<file path="src/design/svf_pkg.sv">
// Shared types and constants of the state variable filter.
package svf_pkg;

  localparam int SAMPLE_W   = 16;
  localparam int COEF_W     = 15;
  localparam int COEF_FRAC  = 14;
  localparam int CFG_IDX_W  = 2;
  localparam int CFG_DATA_W = 15;

  localparam logic [CFG_IDX_W-1:0] REG_CUTOFF  = 2'd0;
  localparam logic [CFG_IDX_W-1:0] REG_DAMPING = 2'd1;

  localparam logic [COEF_W-1:0] CUTOFF_RESET  = 15'd8192;
  localparam logic [COEF_W-1:0] DAMPING_RESET = 15'd16384;

  typedef enum logic [2:0] {
    ST_IDLE,
    ST_MUL_F,
    ST_MUL_Q,
    ST_HIGH,
    ST_MUL_H,
    ST_UPDATE
  } state_t;

  typedef struct packed {
    logic load_in;
    logic mul_en;
    logic mul_src_high;
    logic mul_coef_q;
    logic load_low;
    logic load_high;
    logic load_update;
  } ctrl_t;

endpackage

</file>
<file path="src/design/svf_mul.sv">
// Shared coefficient multiplier with round half up and a registered product.
module svf_mul #(
  parameter int STATE_WIDTH = 24
) (
  input  logic                                clk,
  input  logic                                en,
  input  logic signed [STATE_WIDTH-1:0]       operand,
  input  logic [svf_pkg::COEF_W-1:0]          coef,
  output logic signed [STATE_WIDTH+1:0]       prod
);

  localparam int PW = STATE_WIDTH + svf_pkg::COEF_W + 1;
  localparam logic signed [PW-1:0] RND = PW'(1) << (svf_pkg::COEF_FRAC - 1);

  logic signed [svf_pkg::COEF_W:0] coef_s;
  logic signed [PW-1:0]            full;
  logic signed [PW-1:0]            shifted;

  assign coef_s  = $signed({1'b0, coef});
  assign full    = PW'(operand) * PW'(coef_s) + RND;
  assign shifted = full >>> svf_pkg::COEF_FRAC;

  always_ff @(posedge clk) begin
    if (en) begin
      prod <= shifted[STATE_WIDTH+1:0];
    end
  end

endmodule

</file>
<file path="src/design/svf_seq.sv">
// Sequencer that steps one sample through the shared multiplier.
module svf_seq (
  input  logic           clk,
  input  logic           rst,
  input  logic           in_valid,
  input  logic           out_valid,
  input  logic           out_ready,
  output logic           in_ready,
  output svf_pkg::ctrl_t ctrl
);

  svf_pkg::state_t state, state_next;
  logic            out_free;

  assign out_free = !out_valid || out_ready;

  always_ff @(posedge clk) begin
    if (rst) begin
      state <= svf_pkg::ST_IDLE;
    end else begin
      state <= state_next;
    end
  end

  always_comb begin
    state_next = state;
    case (state)
      svf_pkg::ST_IDLE:   if (in_valid) state_next = svf_pkg::ST_MUL_F;
      svf_pkg::ST_MUL_F:  state_next = svf_pkg::ST_MUL_Q;
      svf_pkg::ST_MUL_Q:  state_next = svf_pkg::ST_HIGH;
      svf_pkg::ST_HIGH:   state_next = svf_pkg::ST_MUL_H;
      svf_pkg::ST_MUL_H:  state_next = svf_pkg::ST_UPDATE;
      svf_pkg::ST_UPDATE: if (out_free) state_next = svf_pkg::ST_IDLE;
      default:            state_next = svf_pkg::ST_IDLE;
    endcase
  end

  always_comb begin
    in_ready = 1'b0;
    ctrl     = '0;
    case (state)
      svf_pkg::ST_IDLE: begin
        in_ready     = 1'b1;
        ctrl.load_in = in_valid;
      end
      svf_pkg::ST_MUL_F: begin
        ctrl.mul_en = 1'b1;
      end
      svf_pkg::ST_MUL_Q: begin
        ctrl.mul_en     = 1'b1;
        ctrl.mul_coef_q = 1'b1;
        ctrl.load_low   = 1'b1;
      end
      svf_pkg::ST_HIGH: begin
        ctrl.load_high = 1'b1;
      end
      svf_pkg::ST_MUL_H: begin
        ctrl.mul_en       = 1'b1;
        ctrl.mul_src_high = 1'b1;
      end
      svf_pkg::ST_UPDATE: begin
        ctrl.load_update = out_free;
      end
      default: begin
        in_ready = 1'b0;
      end
    endcase
  end

endmodule

</file>
<file path="src/design/state_variable_filter_unit.sv">
// Top level of the two-integrator state variable filter.
//
// Input channel: sample_in with in_valid / in_ready, one signed Q1.15 sample per beat.
// Output channel: high_out, band_out, low_out with out_valid / out_ready, one beat
// per input beat, in order.
// Configuration: cfg_we, cfg_index, cfg_data write cutoff_coeff (index 0) or
// damping (index 1), Q1.14 unsigned; other indexes are ignored. Write only while idle.
// Each sample makes three passes through one shared state-by-coefficient multiplier
// under a six-state sequencer. The result beat shows out_valid in the same cycle
// that in_ready returns high, so a new sample is taken only after the last one
// has been worked through.
// The output register holds a finished beat while the receiver stalls; the next
// sample is still accepted and worked, and its update waits until the held beat
// is taken.
// Reset clears both integrators and the output valid, and loads the coefficients
// with 0.5 and 1.0.
module state_variable_filter_unit #(
  parameter int STATE_WIDTH = 24
) (
  input  logic                                 clk,
  input  logic                                 rst,
  input  logic                                 in_valid,
  output logic                                 in_ready,
  input  logic signed [svf_pkg::SAMPLE_W-1:0]  sample_in,
  output logic                                 out_valid,
  input  logic                                 out_ready,
  output logic signed [svf_pkg::SAMPLE_W-1:0]  high_out,
  output logic signed [svf_pkg::SAMPLE_W-1:0]  band_out,
  output logic signed [svf_pkg::SAMPLE_W-1:0]  low_out,
  input  logic                                 cfg_we,
  input  logic [svf_pkg::CFG_IDX_W-1:0]        cfg_index,
  input  logic [svf_pkg::CFG_DATA_W-1:0]       cfg_data
);

  localparam int SW  = STATE_WIDTH;
  localparam int XSH = SW - 17;
  localparam int SWW = SW + 3;

  localparam logic signed [SWW-1:0] ST_MAX = {4'b0000, {(SW-1){1'b1}}};
  localparam logic signed [SWW-1:0] ST_MIN = {4'b1111, {(SW-1){1'b0}}};
  localparam logic signed [SW:0]    Q_MAX  = (SW+1)'(32767);
  localparam logic signed [SW:0]    Q_MIN  = ~Q_MAX;
  localparam logic signed [SW:0]    Q_RND  = (SW+1)'(1) << (XSH - 1);

  function automatic logic signed [SW-1:0] sat_state(input logic signed [SWW-1:0] v);
    logic signed [SWW-1:0] r;
    r = v;
    if (v > ST_MAX) r = ST_MAX;
    if (v < ST_MIN) r = ST_MIN;
    return r[SW-1:0];
  endfunction

  function automatic logic signed [15:0] to_q15(input logic signed [SW-1:0] v);
    logic signed [SW:0] r;
    r = ((SW+1)'(v) + Q_RND) >>> XSH;
    if (r > Q_MAX) r = Q_MAX;
    if (r < Q_MIN) r = Q_MIN;
    return r[15:0];
  endfunction

  svf_pkg::ctrl_t ctrl;

  logic [svf_pkg::COEF_W-1:0]         cutoff_coeff;
  logic [svf_pkg::COEF_W-1:0]         damping;
  logic signed [svf_pkg::SAMPLE_W-1:0] x;
  logic signed [SW-1:0]               low_int;
  logic signed [SW-1:0]               band_int;
  logic signed [SW-1:0]               low_val;
  logic signed [SW-1:0]               high_val;
  logic signed [SW+1:0]               prod;
  logic signed [SW-1:0]               mul_op;
  logic [svf_pkg::COEF_W-1:0]         mul_coef;
  logic signed [SW-1:0]               xs;
  logic signed [SW-1:0]               low_next;
  logic signed [SW-1:0]               high_next;
  logic signed [SW-1:0]               band_next;

  svf_seq u_seq (
    .clk       (clk),
    .rst       (rst),
    .in_valid  (in_valid),
    .out_valid (out_valid),
    .out_ready (out_ready),
    .in_ready  (in_ready),
    .ctrl      (ctrl)
  );

  assign mul_op   = ctrl.mul_src_high ? high_val : band_int;
  assign mul_coef = ctrl.mul_coef_q ? damping : cutoff_coeff;

  svf_mul #(
    .STATE_WIDTH (SW)
  ) u_mul (
    .clk     (clk),
    .en      (ctrl.mul_en),
    .operand (mul_op),
    .coef    (mul_coef),
    .prod    (prod)
  );

  assign xs        = SW'($signed({x, {XSH{1'b0}}}));
  assign low_next  = sat_state(SWW'(low_int) + SWW'(prod));
  assign high_next = sat_state(SWW'(xs) - SWW'(prod) - SWW'(low_val));
  assign band_next = sat_state(SWW'(band_int) + SWW'(prod));

  always_ff @(posedge clk) begin
    if (rst) begin
      cutoff_coeff <= svf_pkg::CUTOFF_RESET;
      damping      <= svf_pkg::DAMPING_RESET;
    end else if (cfg_we) begin
      case (cfg_index)
        svf_pkg::REG_CUTOFF:  cutoff_coeff <= cfg_data;
        svf_pkg::REG_DAMPING: damping      <= cfg_data;
        default:              cutoff_coeff <= cutoff_coeff;
      endcase
    end
  end

  always_ff @(posedge clk) begin
    if (rst) begin
      low_int  <= '0;
      band_int <= '0;
    end else if (ctrl.load_update) begin
      low_int  <= low_val;
      band_int <= band_next;
    end
  end

  always_ff @(posedge clk) begin
    if (ctrl.load_in) begin
      x <= sample_in;
    end
    if (ctrl.load_low) begin
      low_val <= low_next;
    end
    if (ctrl.load_high) begin
      high_val <= high_next;
    end
  end

  // hold the result beat until taken
  always_ff @(posedge clk) begin
    if (rst) begin
      out_valid <= 1'b0;
    end else if (ctrl.load_update) begin
      out_valid <= 1'b1;
    end else if (out_ready) begin
      out_valid <= 1'b0;
    end
  end

  always_ff @(posedge clk) begin
    if (ctrl.load_update) begin
      high_out <= to_q15(high_val);
      band_out <= to_q15(band_int);
      low_out  <= to_q15(low_val);
    end
  end

endmodule

</file>
<file path="config.mk">
export PLATFORM = sky130hd
export DESIGN_NAME = state_variable_filter_unit
export DESIGN_NICKNAME = d
export VERILOG_FILES = /design/src/design/svf_pkg.sv /design/src/design/svf_mul.sv /design/src/design/svf_seq.sv /design/src/design/state_variable_filter_unit.sv
export SDC_FILE = /design/constraint.sdc
export NUM_CORES = 2
export LEC_CHECK = 0
export ABC_AREA = 1
export BUFFER_PORTS_ARGS = -buffer_cell sky130_fd_sc_hd__buf_2
export CAP_MARGIN = 20
export CORE_ASPECT_RATIO = 1.5
export CORE_MARGIN = 1.5
export CORE_UTILIZATION = 30
export DETAILED_ROUTE_END_ITERATION = 10
export HOLD_SLACK_MARGIN = 0.15
export PLACE_DENSITY_LB_ADDON = 0.1
export SLEW_MARGIN = 10
export SYNTH_ARGS = -nofsm -noshare
export SYNTH_HDL_FRONTEND = slang
export SYNTH_SLANG_ARGS = --single-unit
</file>
<file path="constraint.sdc">
create_clock -name clk -period 14.85 [get_ports clk]
set_clock_uncertainty 0.1 [all_clocks]
set_input_delay 2.97 -clock clk [delete_from_list [all_inputs] [get_ports clk]]
set_output_delay 2.97 -clock clk [all_outputs]
set_load 0.05 [all_outputs]
</file>
* After elaboration in Yosys (flattened, before gate mapping) *
Cells that the tools add are included.

storage, ports and cells
  ROM bits = 0
  memories kept = 0
  bits in latches = 0
  memory bits (writable) = 0
  logic and storage cells = 75
  output and inout port bits = 50
  bits in registers = 220
  input bits = 38

cells by class
  multiplexer cells = 24
  $mul = 1
  equality and inequality tests = 8
  magnitude comparators = 12
  reductions and logical operators = 9
  $add $sub $neg = 8
  div/mod/pow operators = 0
  shift-type cells = 0
  bitwise logic cells = 0

operators with widths
  operator                                               count
  two-way mux 25 bit                                     6
  two-way mux 24 bit                                     5
  > comparator 27 x 24 -> 1 bit (second input constant)  3
  < comparator 27 x 24 -> 1 bit (second input constant)  3
  adder 24 x 8 -> 25 bit (second input constant)         3
  < comparator 25 x 16 -> 1 bit (second input constant)  3
  adder 24 x 26 -> 27 bit                                2
  > comparator 18 x 16 -> 1 bit (second input constant)  3
  adder 40 x 15 -> 40 bit (second input constant)        1
  multiplier 24 x 16 -> 40 bit                           1
  subtractor 23 x 26 -> 27 bit                           1
  subtractor 27 x 24 -> 27 bit                           1
  one-hot mux 3 bit (6 select lines)                     1
  two-way mux 15 bit                                     1
  two-way mux 1 bit                                      8
  == test 3 x 2 -> 1 bit (second input constant)         2
  == test 3 bit (second input constant)                  2
  two-way mux 3 bit                                      2
  AND reduction 2 bit                                    3
  == test 3 x 1 -> 1 bit (second input constant)         1
  zero test 3 bit                                        1
  OR reduction 3 bit                                     1
  == test 2 x 1 -> 1 bit (second input constant)         1
  zero test 2 bit                                        1
  other kinds (6)                                        6

* Depth between registers and ports, before layout *
  depth in word-level cells = 5
  depth in mapped cells = 31

* By module *
Synthesis repeated with hierarchy kept, for this count alone.

unflattened totals
  cells, all modules = 3821
  area total of the unflattened synthesis = 29005.3 µm²

by module, submodules not included
  module                      area each (µm²)  cells each  instances
  svf_mul                     14979.4          1935        1
  state_variable_filter_unit  13827.0          1851        1
  svf_seq                     198.9            35          1

* Least setup slack after synthesis *
OpenSTA, ideal clock, no wires.

  path type = register to register
  from = register u_seq.state[1]
  to = register u_mul.prod[25], data pin
  path slack = 7.876 ns
  arrival = 6.622 ns
  stages on the path, launching flop included = 25
  setup time = 0.252 ns
  path buffers = 0
  period minus slack after synthesis = 6.974 ns
  cell sequence = dfxtp_1 nand2_1 nor2_2 o21ai_0 nor2_1 inv_1 fa_1 fa_1 fa_1 inv_1 fa_1 fa_1 inv_1 fa_1 inv_1 ha_1 a21oi_1 inv_1 nor2_1 a21boi_0 nor2_1 a211oi_1 nand2_1 nand2_1 nand2_1

on the way
  cells in the longest elaborated chain, start to end = 5

RTL lines
  what                                                             RTL line                                                            text
  start: declaration                                               svf_seq.sv:12                                                       svf_pkg::state_t state, state_next;
  start signal: assignment                                         svf_seq.sv:19                                                       state <= svf_pkg::ST_IDLE;
  start signal: assignment                                         svf_seq.sv:21                                                       state <= state_next;
  == test 3 bit / == test 3 x 2 -> 1 bit (equally long branches)   svf_seq.sv:41                                                       case (state)
  two-way mux 1 bit / two-way mux 2 bit (equally long branches)    svf_seq.sv:41
  two-way mux 24 bit / two-way mux 15 bit (equally long branches)  state_variable_filter_unit.sv:88, state_variable_filter_unit.sv:89
  multiplier 24 x 16 -> 40 bit (*)                                 svf_mul.sv:20                                                       assign full = PW'(operand) * PW'(coef_s) + RND;
  adder 40 x 15 -> 40 bit (*)                                      svf_mul.sv:20
  via u_mul.full[39]                                               svf_mul.sv:16                                                       logic signed [PW-1:0] full;
  end signal: assignment                                           svf_mul.sv:25                                                       prod <= shifted[STATE_WIDTH+1:0];
  end: declaration                                                 svf_mul.sv:9                                                        output logic signed [STATE_WIDTH+1:0] prod

Mark *: on every way through the listed nets, which the timed path passes. The rest lies on a longest branch.
A chain may end at the register's enable or synchronous reset.

* Worst setup path in the final report *
  from = register u_seq.state[0]
  to = register u_mul.prod[24], data pin

The elaborated chain is that of the path after synthesis.

==> run metrics <==
Main synth FF type=edfxtp_1; Synth Net Count=4,205; sequential fraction of the synthesis area=between 20% and 30%; power per cell area=75.1 nW/µm²; placeable core area=between 90,000 and 100,000 µm²; vias in the first global route=24,417; RSZ-0062 raised after global routing=false; Critical Path Start Type=flip-flop; Vias=22,962; largest family of logic cells by synthesized area=adder cells; max_slew headroom=26.3%; Port Buffer Count=a little under 90; leak pwr=15.0 nW; die span in y=379 µm; Rows=137; post-CTS sizing=0; Syn Inst Count=3,591; hpwl dp=83,400 µm; Async SR Flop Fraction=0%; max cap viols=0; adder-cell share of the synthesized area=35.3%; mux share of post-synthesis cell area=0%; R2R Setup Slk=6.75 ns; Mapped Avg Cell Area=7.88 µm²; CTS Buffer Depth=3; Clock Pin Slew Worst Setup and Hold Paths=~0.06 ns; Worst Path Max Fanout=between 40 and 50; Critical Path End Type=flip-flop; Cell variety after synth=57; Synth Area in Compound Gates=9.08%; pre-CTS setup slack=6.75 ns; setup TNS=0 ns; area leader, netlist=fa_1; Die W=between 200 and 300 µm; layout cells sized above 1=7.06%; post-route minimum period=8.10 ns; TritonCTS clock tree=built; XOR/XNOR share of the synthesized area=approximately 3.8%; Worst VDD drop=69.1 µV; fillers=a little over 10,000; area grow syn2layout=9.99%; vias per cell=about 4.7; worst endpoint required time=~15 ns; Inst Count DP=just under 5,000; worst hold path class=flip-flop to flip-flop; largest net degree at the start of global routing=a little under 80; WL/cell=around 20 µm; yosys warns=0; final core utilization=33.4%; DRC=0; GRT Resource Usage Total=a little over a fifth; final hold vios=0; data arrival time of the critical path=8.32 ns; Crit Path Class=flip-flop to flip-flop; ANT nets after route=0; Met1 Routed Length=39,300 µm; drt total wl=99,100 µm; Slew @ Worst Pin=1.10 ns; most frequent cells in the layout=795 x nand2_1, 794 x inv_1, 371 x fa_1; Final Total Pwr=2.34 mW; initial antenna violation count=1; first-pass GRT wire length=between 100,000 and 150,000 µm; placed cell areas=30,200 µm²; post-synth top area share=26.2%; nets@finish=roughly 4,300; GPL Wtd Cong=0.920; simple-gate share of the synthesized area=slightly below 20%; DRT iter0 DRCs=1,037; CTS root buf=clkbuf_16; Num CTS Buffers=24; first-pass detailed-route iteration total=7; Synth area leaders=fa_1 26%, edfxtp_1 15%, nand2_1 11%, inv_1 11%, ha_1 9.1%; Hold Slack=0.350 ns; clock sink total=220; mapped cell area=28,300 µm²; highest metal used=met4; die area=96,200 µm²; cts hold-fix bufs=0; Setup Viol. Count Final=0; FF+latch count, synth=220; H-Tree Depth=1; routed wl met2=54,100 µm; initial core utilization=between 30% and 40%; Finished Layout Cells=4,935; met3 WL=2110 µm; io pins=a little under 90; upper clock frequency limit=123 MHz; worst setup margin=6.75 ns; Setup Fix Bufs, Post-CTS=0; outcome=completed; GRT overflow=0; Max Transition Viols Final=0; Post-synth EDFFs=between 100 and 150; Final Cell Area=31,100 µm²; Worst-Skew Late Latency=0.58 ns; most common cell after layout, fill and taps aside=nand2_1; Final Cycle Share=between 50% and 60%
[Yosys cell counts (8+ instances only)]
library cell and number:
buf_6 8, nor2_1 355, nand2_2 14, a21oi_1 195, o21ai_2 15, inv_1 795, fa_1 371, o21bai_1 13
a21o_1 17, ha_1 205, clkbuf_1 47, nand4_1 27, nor3_1 28, xnor2_1 38, inv_2 12, nand2_1 796
o21ai_1 23, xor2_1 85, o21a_1 8, a31oi_1 14, dfxtp_1 82, o21ai_0 120, buf_4 8, a21oi_2 21
nand3_1 81, edfxtp_1 138
[power by group]
part	switching, mW	total (mW)	internal, mW
registers	0.0585	0.789	0.731
clock network	0.280	0.682	0.403
logic	0.599	0.868	0.268
[kinds of logic after synthesis]
kind of cell | after synthesis
flops | 220
buf+inv | 887
compound gates | 446
simple gates | 1339
xor+xnor | 123
fa+ha+maj | 576
[registers in the layout (all words and copies together) (netlist names)]
| signal | cells |
|---|---|
| u_mul.prod | 26 |
| low_out | 16 |
| band_out | 16 |
| damping | 15 |
| high_val | 24 |
| cutoff_coeff | 15 |
| u_seq.state | 3 |
| band_int | 24 |
| x | 16 |
| low_int | 24 |
| low_val | 24 |
| high_out | 16 |
| out_valid | 1 |
[worst paths after layout]
path / start / to / depth (start not counted)
max: u_seq.state[0]$_SDFFE_PP0P_ / u_mul.prod[24]$_DFFE_PP_ / 25
min: damping[13]$_SDFFE_PP0P_ / damping[13]$_SDFFE_PP0P_ / 2
max reg2reg: u_seq.state[0]$_SDFFE_PP0P_ / u_mul.prod[24]$_DFFE_PP_ / 25
min reg2reg: damping[13]$_SDFFE_PP0P_ / damping[13]$_SDFFE_PP0P_ / 2
[layout make-up]
class	instances	area [µm²]	area share, %
multi-input cells	2484	19100	61.5
flip-flops and latches	220	5790	18.6
inverters	814	3060	9.82
well taps	1251	1570	5.03
clock buffers	31	732	2.35
repair buffers	120	691	2.22
clock inverters	13	155	0.498
diodes	2	5.00	0.0161
[layer usage]
| metal | global-route usage [%] | vias up |
|---|---|---|
| met2 | 40.7 | 362 |
| met3 | 1.28 | 132 |
| met4 | 7.14 | 0 |
| li1 | - | 11125 |
| met5 | 0 | - |
| met1 | 23.5 | 11343 |
[critical path: stages, from the launching register on]
cell,delay [ns]
dfxtp_1,0.36
nor2_2,0.20
nand2_2,0.60
o21ai_1,0.80
inv_1,0.30
nor2_1,0.22
inv_1,0.12
fa_1,0.73
fa_1,0.51
inv_1,0.28
fa_1,0.49
fa_1,0.48
fa_1,0.54
inv_1,0.05
fa_1,0.53
inv_1,0.04
ha_1,0.39
nand2_1,0.11
nor2_1,0.15
inv_1,0.09
nor4_1,0.18
inv_1,0.14
nor3_1,0.15
nand2_1,0.13
nand3_1,0.09
nand2_1,0.06
Note: power is estimated with default switching activity, not from simulation.
